`src/hdl/slt_pkg.sv`:
```
// slt_pkg: types, codes and constants shared by the source line tokenizer.
// No dependencies.
package slt_pkg;

	localparam int COMMENT_COUNT_BITS = 16;
	localparam int VAL_W = 63;
	localparam int MAX_EV = 3;

	typedef enum logic [3:0] {
		EV_IDCHAR   = 4'd0,
		EV_IDEND    = 4'd1,
		EV_NUMBER   = 4'd2,
		EV_STRCHAR  = 4'd3,
		EV_STREND   = 4'd4,
		EV_SYMBOL   = 4'd5,
		EV_DIGRAPH  = 4'd6,
		EV_EOL      = 4'd7,
		EV_EOF      = 4'd8,
		EV_BADSTR   = 4'd9,
		EV_CCHAR    = 4'd10,
		EV_CLINE    = 4'd11,
		EV_CEND     = 4'd12,
		EV_OVERFLOW = 4'd13
	} ev_kind_t;

	typedef enum logic [3:0] {
		M_IDLE, M_IDENT, M_NUM, M_STR, M_ESC, M_CODE, M_PEND,
		M_LCOM, M_SKIP, M_CSTART, M_CSKIP, M_CTEXT, M_CNL
	} mode_t;

	localparam logic [1:0] CFG_LEGACY = 2'd0;
	localparam logic [1:0] CFG_SKIP   = 2'd1;

	typedef struct packed {
		ev_kind_t          kind;
		logic [VAL_W-1:0]  value;
		logic              expr;
		logic              eqn;
	} event_t;

	typedef struct packed {
		logic [1:0]        n;
		event_t [MAX_EV-1:0] ev;
	} ev_group_t;

	typedef struct packed {
		mode_t                         mode;
		logic [7:0]                    pend;
		logic [63:0]                   acc;
		logic [7:0]                    esc;
		logic [1:0]                    esc_cnt;
		logic [1:0]                    tok_cnt;
		logic                          first_id;
		logic                          expr;
		logic                          eqn;
		logic [COMMENT_COUNT_BITS-1:0] lines;
	} lex_state_t;

	typedef struct packed {
		logic legacy;
		logic skip;
	} cfg_t;

endpackage

```
`src/hdl/slt_lexer.sv`:
```
// slt_lexer: registered lexer state and the combinational next-state and
// event logic for one character. Depends on slt_pkg.
module slt_lexer (
	input  logic                  clk,
	input  logic                  arst_n,
	input  logic                  step,
	input  logic [7:0]            ch,
	input  logic                  eoi,
	input  slt_pkg::cfg_t         cfg,
	output slt_pkg::ev_group_t    evs
);

	slt_pkg::lex_state_t st_q, nx;
	slt_pkg::ev_group_t  g;

	localparam logic [63:0] NUM_MAX = 64'h7FFF_FFFF_FFFF_FFFF;
	localparam logic [63:0] OVF_LIM = NUM_MAX / 64'd10;
	localparam logic [slt_pkg::COMMENT_COUNT_BITS-1:0] CNT_MAX = '1;

	always_ff @(posedge clk or negedge arst_n) begin
		if (!arst_n) begin
			st_q <= '0;
		end else if (step) begin
			st_q <= nx;
		end
	end

	assign evs = g;

	function automatic logic is_letter(input logic [7:0] c);
		return (c >= 8'h61 && c <= 8'h7A) || (c >= 8'h41 && c <= 8'h5A);
	endfunction

	function automatic logic is_digit(input logic [7:0] c);
		return c >= 8'h30 && c <= 8'h39;
	endfunction

	always_comb begin
		logic [3:0]  dig;
		logic [63:0] acc10;
		logic [9:0]  esc10;
		logic        notsign;
		logic        go_idle;
		logic        go_str;
		logic        ovf;
		logic [1:0]  i;
		logic [slt_pkg::COMMENT_COUNT_BITS-1:0] lc;

		nx = st_q;
		g = '0;
		i = 2'd0;
		dig = ch[3:0];
		acc10 = {st_q.acc[60:0], 3'b000} + {st_q.acc[62:0], 1'b0} + {60'd0, dig};
		esc10 = {st_q.esc, 2'b00} + {2'b00, st_q.esc} ;
		esc10 = {esc10[8:0], 1'b0} + {6'd0, dig};
		ovf = (st_q.acc > OVF_LIM) ||
			(st_q.acc == OVF_LIM && {60'd0, dig} > (NUM_MAX - OVF_LIM * 64'd10));
		notsign = st_q.pend == 8'h5C || (st_q.pend == 8'h7E && cfg.legacy);
		go_idle = 1'b0;
		go_str = 1'b0;
		lc = st_q.lines;

		// event push helper pattern: write g.ev[i], bump i
		case (st_q.mode)
			slt_pkg::M_IDENT: begin
				if (!eoi && (is_letter(ch) || is_digit(ch) || ch == 8'h27 || ch == 8'h5F)) begin
					g.ev[i].kind = slt_pkg::EV_IDCHAR; g.ev[i].value = {55'd0, ch}; i = i + 2'd1;
				end else begin
					g.ev[i].kind = slt_pkg::EV_IDEND; i = i + 2'd1;
					if (nx.tok_cnt == 2'd0) nx.first_id = 1'b1;
					if (nx.tok_cnt != 2'd3) nx.tok_cnt = nx.tok_cnt + 2'd1;
					go_idle = 1'b1;
				end
			end
			slt_pkg::M_NUM: begin
				if (!eoi && is_digit(ch)) begin
					if (ovf) begin
						g.ev[i].kind = slt_pkg::EV_OVERFLOW; i = i + 2'd1;
						nx.expr = 1'b0; nx.eqn = 1'b0; nx.tok_cnt = 2'd0;
						nx.first_id = 1'b0; nx.lines = '0;
						nx.acc = '0;
						nx.mode = slt_pkg::M_SKIP;
					end else begin
						nx.acc = acc10;
					end
				end else begin
					g.ev[i].kind = slt_pkg::EV_NUMBER; g.ev[i].value = st_q.acc[62:0];
					i = i + 2'd1;
					if (nx.tok_cnt == 2'd0) nx.first_id = 1'b0;
					if (nx.tok_cnt != 2'd3) nx.tok_cnt = nx.tok_cnt + 2'd1;
					go_idle = 1'b1;
				end
			end
			slt_pkg::M_STR: go_str = 1'b1;
			slt_pkg::M_ESC: begin
				if (eoi || ch == 8'h0A) begin
					go_str = 1'b1;
				end else begin
					nx.mode = slt_pkg::M_STR;
					g.ev[i].kind = slt_pkg::EV_STRCHAR;
					case (ch)
						8'h61: begin g.ev[i].value = 63'd7; i = i + 2'd1; end
						8'h62: begin g.ev[i].value = 63'd8; i = i + 2'd1; end
						8'h66: begin g.ev[i].value = 63'd12; i = i + 2'd1; end
						8'h6E: begin g.ev[i].value = 63'd10; i = i + 2'd1; end
						8'h72: begin g.ev[i].value = 63'd13; i = i + 2'd1; end
						8'h74: begin g.ev[i].value = 63'd9; i = i + 2'd1; end
						8'h76: begin g.ev[i].value = 63'd11; i = i + 2'd1; end
						8'h5C, 8'h27, 8'h22: begin
							g.ev[i].value = {55'd0, ch}; i = i + 2'd1;
						end
						default: begin
							g.ev[i].kind = slt_pkg::EV_IDCHAR;
							if (is_digit(ch)) begin
								nx.esc = {4'd0, dig};
								nx.esc_cnt = 2'd1;
								nx.mode = slt_pkg::M_CODE;
							end
						end
					endcase
				end
			end
			slt_pkg::M_CODE: begin
				if (!eoi && is_digit(ch) && esc10 < 10'd256) begin
					nx.esc = esc10[7:0];
					if (st_q.esc_cnt == 2'd2) begin
						g.ev[i].kind = slt_pkg::EV_STRCHAR;
						g.ev[i].value = {55'd0, esc10[7:0]}; i = i + 2'd1;
						nx.esc_cnt = 2'd0;
						nx.mode = slt_pkg::M_STR;
					end else begin
						nx.esc_cnt = st_q.esc_cnt + 2'd1;
					end
				end else begin
					g.ev[i].kind = slt_pkg::EV_STRCHAR;
					g.ev[i].value = {55'd0, st_q.esc}; i = i + 2'd1;
					nx.esc_cnt = 2'd0;
					go_str = 1'b1;
				end
			end
			slt_pkg::M_PEND: begin
				if (!eoi && st_q.pend == 8'h3A && ch == 8'h2D && st_q.tok_cnt == 2'd1
						&& st_q.first_id) begin
					nx.lines = {{(slt_pkg::COMMENT_COUNT_BITS-1){1'b0}}, 1'b1};
					nx.mode = slt_pkg::M_CSTART;
				end else if (!eoi && st_q.pend == 8'h7C && ch == 8'h7C) begin
					nx.mode = slt_pkg::M_LCOM;
				end else begin
					g.ev[i].kind = slt_pkg::EV_DIGRAPH;
					if (!eoi && st_q.pend == ch && st_q.pend == 8'h2B) g.ev[i].value = 63'd0;
					else if (!eoi && st_q.pend == ch && st_q.pend == 8'h2E) g.ev[i].value = 63'd1;
					else if (!eoi && st_q.pend == ch && st_q.pend == 8'h2D) g.ev[i].value = 63'd2;
					else if (!eoi && st_q.pend == ch && st_q.pend == 8'h2A) g.ev[i].value = 63'd3;
					else if (!eoi && st_q.pend == ch && st_q.pend == 8'h3D) g.ev[i].value = 63'd4;
					else if (!eoi && st_q.pend == 8'h3C && ch == 8'h2D) g.ev[i].value = 63'd5;
					else if (!eoi && ch == 8'h3D && st_q.pend == 8'h3E) g.ev[i].value = 63'd6;
					else if (!eoi && ch == 8'h3D && st_q.pend == 8'h3C) g.ev[i].value = 63'd7;
					else if (!eoi && ch == 8'h3D && notsign) g.ev[i].value = 63'd8;
					else g.ev[i].kind = slt_pkg::EV_SYMBOL;
					if (nx.tok_cnt == 2'd0) nx.first_id = 1'b0;
					if (nx.tok_cnt != 2'd3) nx.tok_cnt = nx.tok_cnt + 2'd1;
					if (g.ev[i].kind == slt_pkg::EV_DIGRAPH) begin
						nx.mode = slt_pkg::M_IDLE;
					end else begin
						if (st_q.pend == 8'h3F || st_q.pend == 8'h21) nx.expr = 1'b1;
						if (st_q.pend == 8'h3D && !cfg.legacy) nx.eqn = 1'b1;
						g.ev[i].value = notsign ? 63'h5C : {55'd0, st_q.pend};
						go_idle = 1'b1;
					end
					i = i + 2'd1;
				end
			end
			slt_pkg::M_LCOM: begin
				if (eoi || ch == 8'h0A) begin
					g.ev[i].kind = eoi ? slt_pkg::EV_EOF : slt_pkg::EV_EOL;
					g.ev[i].expr = st_q.expr; g.ev[i].eqn = st_q.eqn; i = i + 2'd1;
					nx.expr = 1'b0; nx.eqn = 1'b0; nx.tok_cnt = 2'd0;
					nx.first_id = 1'b0; nx.lines = '0;
					nx.mode = slt_pkg::M_IDLE;
				end
			end
			slt_pkg::M_SKIP: begin
				if (eoi) begin
					g.ev[i].kind = slt_pkg::EV_EOF;
					g.ev[i].expr = st_q.expr; g.ev[i].eqn = st_q.eqn; i = i + 2'd1;
					nx.expr = 1'b0; nx.eqn = 1'b0; nx.tok_cnt = 2'd0;
					nx.first_id = 1'b0; nx.lines = '0;
					nx.mode = slt_pkg::M_IDLE;
				end else if (ch == 8'h0A) begin
					nx.mode = slt_pkg::M_IDLE;
				end
			end
			slt_pkg::M_CSTART, slt_pkg::M_CSKIP, slt_pkg::M_CTEXT, slt_pkg::M_CNL: begin
				if (st_q.mode == slt_pkg::M_CSTART && !eoi && ch == 8'h0A) begin
					if (lc != CNT_MAX) nx.lines = lc + 1'b1;
				end else if (st_q.mode == slt_pkg::M_CSKIP ||
						(st_q.mode == slt_pkg::M_CSTART && cfg.skip)) begin
					nx.mode = slt_pkg::M_CSKIP;
					if (eoi || ch == 8'h3B) begin
						g.ev[i].kind = slt_pkg::EV_CEND;
						g.ev[i].value = {{(slt_pkg::VAL_W-slt_pkg::COMMENT_COUNT_BITS){1'b0}}, lc};
						i = i + 2'd1;
						if (nx.tok_cnt == 2'd0) nx.first_id = 1'b0;
						if (nx.tok_cnt != 2'd3) nx.tok_cnt = nx.tok_cnt + 2'd1;
						nx.mode = slt_pkg::M_IDLE;
						if (eoi) begin
							g.ev[i].kind = slt_pkg::EV_EOF;
							g.ev[i].expr = st_q.expr; g.ev[i].eqn = st_q.eqn; i = i + 2'd1;
							nx.expr = 1'b0; nx.eqn = 1'b0; nx.tok_cnt = 2'd0;
							nx.first_id = 1'b0; nx.lines = '0;
						end
					end else if (ch == 8'h0A) begin
						if (lc != CNT_MAX) nx.lines = lc + 1'b1;
					end
				end else if (st_q.mode == slt_pkg::M_CSTART && !eoi && ch == 8'h3B) begin
					g.ev[i].kind = slt_pkg::EV_CEND;
					g.ev[i].value = {{(slt_pkg::VAL_W-slt_pkg::COMMENT_COUNT_BITS){1'b0}}, lc};
					i = i + 2'd1;
					if (nx.tok_cnt == 2'd0) nx.first_id = 1'b0;
					if (nx.tok_cnt != 2'd3) nx.tok_cnt = nx.tok_cnt + 2'd1;
					nx.mode = slt_pkg::M_IDLE;
				end else begin
					nx.mode = slt_pkg::M_CTEXT;
					if (eoi) begin
						g.ev[i].kind = slt_pkg::EV_CEND;
						g.ev[i].value = {{(slt_pkg::VAL_W-slt_pkg::COMMENT_COUNT_BITS){1'b0}},
							(lc != '0) ? lc - 1'b1 : lc};
						i = i + 2'd1;
						g.ev[i].kind = slt_pkg::EV_EOF;
						g.ev[i].expr = st_q.expr; g.ev[i].eqn = st_q.eqn; i = i + 2'd1;
						nx.expr = 1'b0; nx.eqn = 1'b0; nx.tok_cnt = 2'd0;
						nx.first_id = 1'b0; nx.lines = '0;
						nx.mode = slt_pkg::M_IDLE;
					end else if (ch == 8'h3B) begin
						g.ev[i].kind = slt_pkg::EV_CLINE;
						g.ev[i].value = {{(slt_pkg::VAL_W-slt_pkg::COMMENT_COUNT_BITS){1'b0}}, lc};
						i = i + 2'd1;
						g.ev[i].kind = slt_pkg::EV_CEND;
						g.ev[i].value = {{(slt_pkg::VAL_W-slt_pkg::COMMENT_COUNT_BITS){1'b0}}, lc};
						i = i + 2'd1;
						if (nx.tok_cnt == 2'd0) nx.first_id = 1'b0;
						if (nx.tok_cnt != 2'd3) nx.tok_cnt = nx.tok_cnt + 2'd1;
						nx.mode = slt_pkg::M_IDLE;
					end else if (ch == 8'h0A) begin
						if (st_q.mode == slt_pkg::M_CTEXT) begin
							g.ev[i].kind = slt_pkg::EV_CLINE;
							g.ev[i].value = {{(slt_pkg::VAL_W-slt_pkg::COMMENT_COUNT_BITS){1'b0}}, lc};
							i = i + 2'd1;
						end
						if (lc != CNT_MAX) nx.lines = lc + 1'b1;
						nx.mode = slt_pkg::M_CNL;
					end else begin
						g.ev[i].kind = slt_pkg::EV_CCHAR;
						g.ev[i].value = {55'd0, ch}; i = i + 2'd1;
					end
				end
			end
			default: go_idle = 1'b1;
		endcase

		if (go_str) begin
			nx.mode = slt_pkg::M_STR;
			if (eoi || ch == 8'h0A) begin
				g.ev[i].kind = slt_pkg::EV_BADSTR; i = i + 2'd1;
				nx.expr = 1'b0; nx.eqn = 1'b0; nx.tok_cnt = 2'd0;
				nx.first_id = 1'b0; nx.lines = '0;
				nx.mode = slt_pkg::M_IDLE;
				if (eoi) begin
					g.ev[i].kind = slt_pkg::EV_EOF; i = i + 2'd1;
				end
			end else if (ch == 8'h22) begin
				g.ev[i].kind = slt_pkg::EV_STREND; i = i + 2'd1;
				if (nx.tok_cnt == 2'd0) nx.first_id = 1'b0;
				if (nx.tok_cnt != 2'd3) nx.tok_cnt = nx.tok_cnt + 2'd1;
				nx.mode = slt_pkg::M_IDLE;
			end else if (ch == 8'h5C) begin
				nx.mode = slt_pkg::M_ESC;
			end else begin
				g.ev[i].kind = slt_pkg::EV_STRCHAR; g.ev[i].value = {55'd0, ch}; i = i + 2'd1;
			end
		end

		if (go_idle) begin
			nx.mode = slt_pkg::M_IDLE;
			if (eoi || ch == 8'h0A) begin
				g.ev[i].kind = eoi ? slt_pkg::EV_EOF : slt_pkg::EV_EOL;
				g.ev[i].expr = nx.expr; g.ev[i].eqn = nx.eqn; i = i + 2'd1;
				nx.expr = 1'b0; nx.eqn = 1'b0; nx.tok_cnt = 2'd0;
				nx.first_id = 1'b0; nx.lines = '0;
			end else if (ch == 8'h20 || ch == 8'h09) begin
				nx.mode = slt_pkg::M_IDLE;
			end else if (is_letter(ch)) begin
				g.ev[i].kind = slt_pkg::EV_IDCHAR; g.ev[i].value = {55'd0, ch}; i = i + 2'd1;
				nx.mode = slt_pkg::M_IDENT;
			end else if (is_digit(ch)) begin
				nx.acc = {60'd0, dig};
				nx.mode = slt_pkg::M_NUM;
			end else if (ch == 8'h22) begin
				nx.mode = slt_pkg::M_STR;
			end else begin
				nx.pend = ch;
				nx.mode = slt_pkg::M_PEND;
			end
		end
		g.n = i;
	end

endmodule

```
`src/hdl/slt_out_queue.sv`:
```
// slt_out_queue: holds the up to three events of one character and hands them
// out one per cycle while stall is low. Depends on slt_pkg.
module slt_out_queue (
	input  logic                    clk,
	input  logic                    arst_n,
	input  logic                    load,
	input  slt_pkg::ev_group_t      grp,
	output logic                    can_load,
	output logic                    valid,
	input  logic                    stall,
	output slt_pkg::event_t         ev,
	output logic                    last
);

	slt_pkg::ev_group_t grp_q;
	logic [1:0]         idx_q;
	logic               pop;
	logic               fin;

	assign valid = grp_q.n != 2'd0;
	assign pop = valid && !stall;
	assign fin = idx_q + 2'd1 == grp_q.n;
	assign ev = grp_q.ev[idx_q];
	assign last = fin;
	assign can_load = !valid || (pop && fin);

	always_ff @(posedge clk or negedge arst_n) begin
		if (!arst_n) begin
			grp_q <= '0;
			idx_q <= 2'd0;
		end else if (load) begin
			grp_q <= grp;
			idx_q <= 2'd0;
		end else if (pop) begin
			if (fin) begin
				grp_q.n <= 2'd0;
				idx_q <= 2'd0;
			end else begin
				idx_q <= idx_q + 2'd1;
			end
		end
	end

endmodule

```
`src/hdl/source_line_tokenizer.sv`:
```
// Latency: results of a request appear the cycle after it is accepted.
// Throughput: one request per cycle when it yields at most one event and out_stall
// is low; a request with more events holds in_stall until its last event is taken.
// Reset: arst_n asynchronously returns the lexer to idle with all line state,
// counters and configuration cleared, and the output empty.
module source_line_tokenizer (
	input  logic        clk,
	input  logic        arst_n,
	input  logic        in_valid,
	output logic        in_stall,
	input  logic [7:0]  char_code,
	input  logic        end_of_input,
	output logic        out_valid,
	input  logic        out_stall,
	output logic [3:0]  event_kind,
	output logic [62:0] event_value,
	output logic        expression_seen,
	output logic        equation_seen,
	output logic        last,
	input  logic        cfg_we,
	input  logic [0:0]  cfg_index,
	input  logic [0:0]  cfg_data
);

	slt_pkg::cfg_t      cfg_q;
	slt_pkg::ev_group_t grp;
	slt_pkg::event_t    ev;
	logic               can_load;
	logic               step;

	always_ff @(posedge clk or negedge arst_n) begin
		if (!arst_n) begin
			cfg_q <= '0;
		end else if (cfg_we) begin
			if ({1'b0, cfg_index} == slt_pkg::CFG_LEGACY) cfg_q.legacy <= cfg_data[0];
			if ({1'b0, cfg_index} == slt_pkg::CFG_SKIP) cfg_q.skip <= cfg_data[0];
		end
	end

	assign in_stall = !can_load;
	assign step = in_valid && can_load;

	slt_lexer u_lexer (
		.clk(clk), .arst_n(arst_n), .step(step), .ch(char_code),
		.eoi(end_of_input), .cfg(cfg_q), .evs(grp)
	);

	slt_out_queue u_queue (
		.clk(clk), .arst_n(arst_n), .load(step), .grp(grp),
		.can_load(can_load), .valid(out_valid), .stall(out_stall),
		.ev(ev), .last(last)
	);

	assign event_kind = ev.kind;
	assign event_value = ev.value;
	assign expression_seen = ev.expr;
	assign equation_seen = ev.eqn;

endmodule

```
`config.mk`:
```
export PLATFORM = sky130hd
export DESIGN_NAME = source_line_tokenizer
export DESIGN_NICKNAME = d
export VERILOG_FILES = /design/src/hdl/slt_pkg.sv /design/src/hdl/slt_lexer.sv /design/src/hdl/slt_out_queue.sv /design/src/hdl/source_line_tokenizer.sv
export SDC_FILE = /design/constraint.sdc
export NUM_CORES = 1
export LEC_CHECK = 0
export BUFFER_PORTS_ARGS = -buffer_cell sky130_fd_sc_hd__buf_2
export CORE_ASPECT_RATIO = 0.5
export CORE_UTILIZATION = 65
export DETAILED_ROUTE_END_ITERATION = 10
export GPL_TIMING_DRIVEN = 0
export HOLD_SLACK_MARGIN = 0.1
export PLACE_DENSITY_LB_ADDON = 0.25
export SYNTH_ARGS = -nofsm -noshare
export SYNTH_HDL_FRONTEND = slang
export SYNTH_SLANG_ARGS = --single-unit
```
`constraint.sdc`:
```
create_clock -name clk -period 9.2 [get_ports clk]
set_input_delay 1.84 -clock clk [delete_from_list [all_inputs] [get_ports clk]]
set_output_delay 1.84 -clock clk [all_outputs]
set_load 0.02 [all_outputs]
```
==> results.cfg <==
[power_and_ir_drop]
power.leakage_nw = 8.90
powerDensity_mw_per_mm2 = 228
ir_worst_vdd_v = 0.000158

[cts]
cts_made_buffers = 21
insertion_delay_ps = 540
path_clk_slew_ps = 70
h-tree-depth = 1
postCtsSetupBuffers = 0
clock_sink_count = 218
cts_tree = yes
hold_buffers = 0
clock_path_buffers = 3
clock-root-buffer = clkbuf_16
cts_resized = 0

[synthesis]
avgSynthCellArea_um2 = 8.21
syn-num-nets = 2352
synth_top_family_by_area = compound AO/OA/AOI/OAI gates
yosys-top-cells-count = nand2_1 (265), dfrtp_1 (218), o21ai_0 (177)
ys_seq_area_share_pct = 30.3
synth_ff_type = dfrtp_1
synth-simple-area-share_pct = 22.1
synth_edf_count = 0
synthTopCellsByArea = dfrtp_1 (30%), ha_1 (9.8%), nand2_1 (5.5%), o21ai_0 (4.9%), a21oi_1 (3.8%)
yosys.area.top_type_share_pct = 30.3
synth_xor_area_share_pct = 3.89
synth_cells = 2191
synth_cell_types = 93
syn_area_mm2 = 0.0180
yosys_warnings = 0
synth-compound-area-share_pct = 26.9
synth_mux_area_share_pct = 2.43
yosys.area.top_type = dfrtp_1
yosysMostFrequentCell = nand2_1
synthArstFlopShare_pct = 100
synthAdderAreaFrac_pct = 10.3
ys_ff_latch = 218

[die]
initial_core_util_pct = 67.1
die_x_um = 237
io_pins = 88
fp-row-count = 42
die-area_mm2 = 0.0284
core_area_mm2 = 0.0268
die_height_um = 120

[global_route]
grt_pass1_vias = 18400
track_usage_pct = 47.1
grt_pass1_wl_um = 104000
antenna_found_initial = 1
grt_max_degree = 96
overflow = 0

[sta]
post-route-period-util_pct = 80.4
fin_crit_ps = 7400
hold_viol_final = 0
drv_slew = 0
hold_ws_ps = 476
worstMarginPinSlew_ps = 1070
timing.fmax_mhz = 135
fin_setup_tns_ps = 0
rsz0062_at_grt = false
relSlewSlack_pct = 28.6
setup_viol = 0
skew_ps = 16.3

[placed_design]
portBuffers = 86
hpwl_um = 49700
placed_area_mm2 = 0.0189
gp_congestion = 1.10

[outcome]
status = finished, final reports clean

[routing]
route.detailed.drc = 0
routedWlPerCell_um = 25.2
drt_iter0_drc = 3036
via_count = 19400
drtPass1Iterations = 10
drt.antenna.violating_nets = 0
vias_per_cell = 7.27
wl_um = 67400

[setup_path]
reg2reg_slack_ps = 2800
end_kind = flip-flop
crit_arrival_ps = 7870
crit_required_ps = 9680
critical_path.startpoint_type = primary input
path_class = in -> reg
crit_path_max_fanout = 10

[hold_path]
hold_path.class = reg -> reg

[layout]
stdcell_area_mm2 = 0.0196
synthToLayoutAreaGrowth_pct = 9.05
fin_util_pct = 73.2
layout.nets = 2463
drive_gt1_share_pct = 7.94

[flow_run]
maxCapViolCount = 0
per-stage QoR:
| step | worst slack, ps | power, mW | cells |
|---|---|---|---|
| after floorplan | 3370 | 2.68 | 2191 |
| after global routing | 1600 | 4.64 | 2669 |
| after global placement | 1580 | 3.37 | 2629 |
| after CTS | 2170 | 4.35 | 2669 |
| after detailed placement | 1640 | 3.44 | 2631 |
| final | 1800 | 4.48 | 2670 |
state kept, by name, indices dropped and copies added (netlist names):
register       count
u_lexer.st_q     107
cfg_q              2
u_queue.idx_q      2
u_queue.grp_q    107
logic make-up (layout without fill, tap and decap cells):
| kind of cell | after synthesis | after routing |
|---|---|---|
| compound gates | 729 | 729 |
| flops | 218 | 218 |
| xor+xnor | 80 | 80 |
| buf+inv | 182 | 308 |
| fa+ha+maj | 145 | 145 |
| other cells | 0 | 1 |
| mux | 42 | 42 |
| simple gates | 795 | 795 |
layout make-up:
| class | instances | area, µm² |
|---|---|---|
| inverters | 41 | 154 |
| repair buffers | 88 | 495 |
| fillers | 1953 | 7180 |
| well taps | 352 | 440 |
| clock inverters | 12 | 125 |
| diodes | 1 | 2.50 |
| flip-flops and latches | 218 | 5460 |
| plain buffers | 141 | 583 |
| clock buffers | 26 | 564 |
| multi-input cells | 1791 | 11800 |
worst paths after layout:
path / from / endpoint / cells after the start
max reg2reg: u_lexer.st_q[23] / u_queue.grp_q[48] / 25
min in group asynchronous: arst_n / u_lexer.st_q[57] / 1
min reg2reg: u_queue.grp_q[135] / u_queue.grp_q[135] / 2
max: char_code[5] / u_queue.grp_q[48] / 22
max in group asynchronous: arst_n / u_queue.grp_q[65] / 3
min: u_queue.grp_q[135] / u_queue.grp_q[135] / 2
layout by cell type (no fill, tap or decap), types with 40 or more instances in the layout:
cell / synthesis / final
clkbuf_1: 120 / 123
dfrtp_1: 218 / 218
a21oi_1: 135 / 135
nor2_1: 155 / 155
nor3_1: 43 / 43
o21ai_1: 43 / 43
xnor2_1: 45 / 45
a21o_1: 52 / 52
a22o_1: 67 / 67
nand3_1: 49 / 49
ha_1: 141 / 141
inv_1: 40 / 40
and2_1: 64 / 64
buf_2: 7 / 92
nand2_1: 265 / 265
o21ai_0: 177 / 177
critical path, cell delays in order:
cell and delay, ps:
buf_2 140, clkbuf_1 420, nor4b_1 550, nand3_1 580
nand2_1 530, nor3_1 240, nor4_2 620, ha_1 250
clkbuf_1 340, nor2_1 70, a21oi_1 150, o22a_1 220
inv_1 100, ha_1 270, and2_1 180, a32o_2 280
or2_1 230, buf_6 140, nor2_4 170, buf_6 200
buf_6 180, a22o_1 160
metal layers:
layer | wire length (µm) | GRT usage, % | vias up
met5 | 0 | 0 | -
met4 | 3150 | 21.3 | 0
met3 | 8600 | 11.8 | 296
met2 | 28900 | 72.6 | 1495
met1 | 26700 | 62.6 | 9280
li1 | - | - | 8346
where the power goes:
part           switching, mW  total (mW)  leakage, nW  internal, mW
registers              0.162        1.25         2.97          1.09
logic                   1.60        2.31         5.60         0.714
clock network          0.421       0.918        0.334         0.497
total                   2.18        4.48         8.90          2.30
No activity file was read; power rests on OpenSTA's default activity.
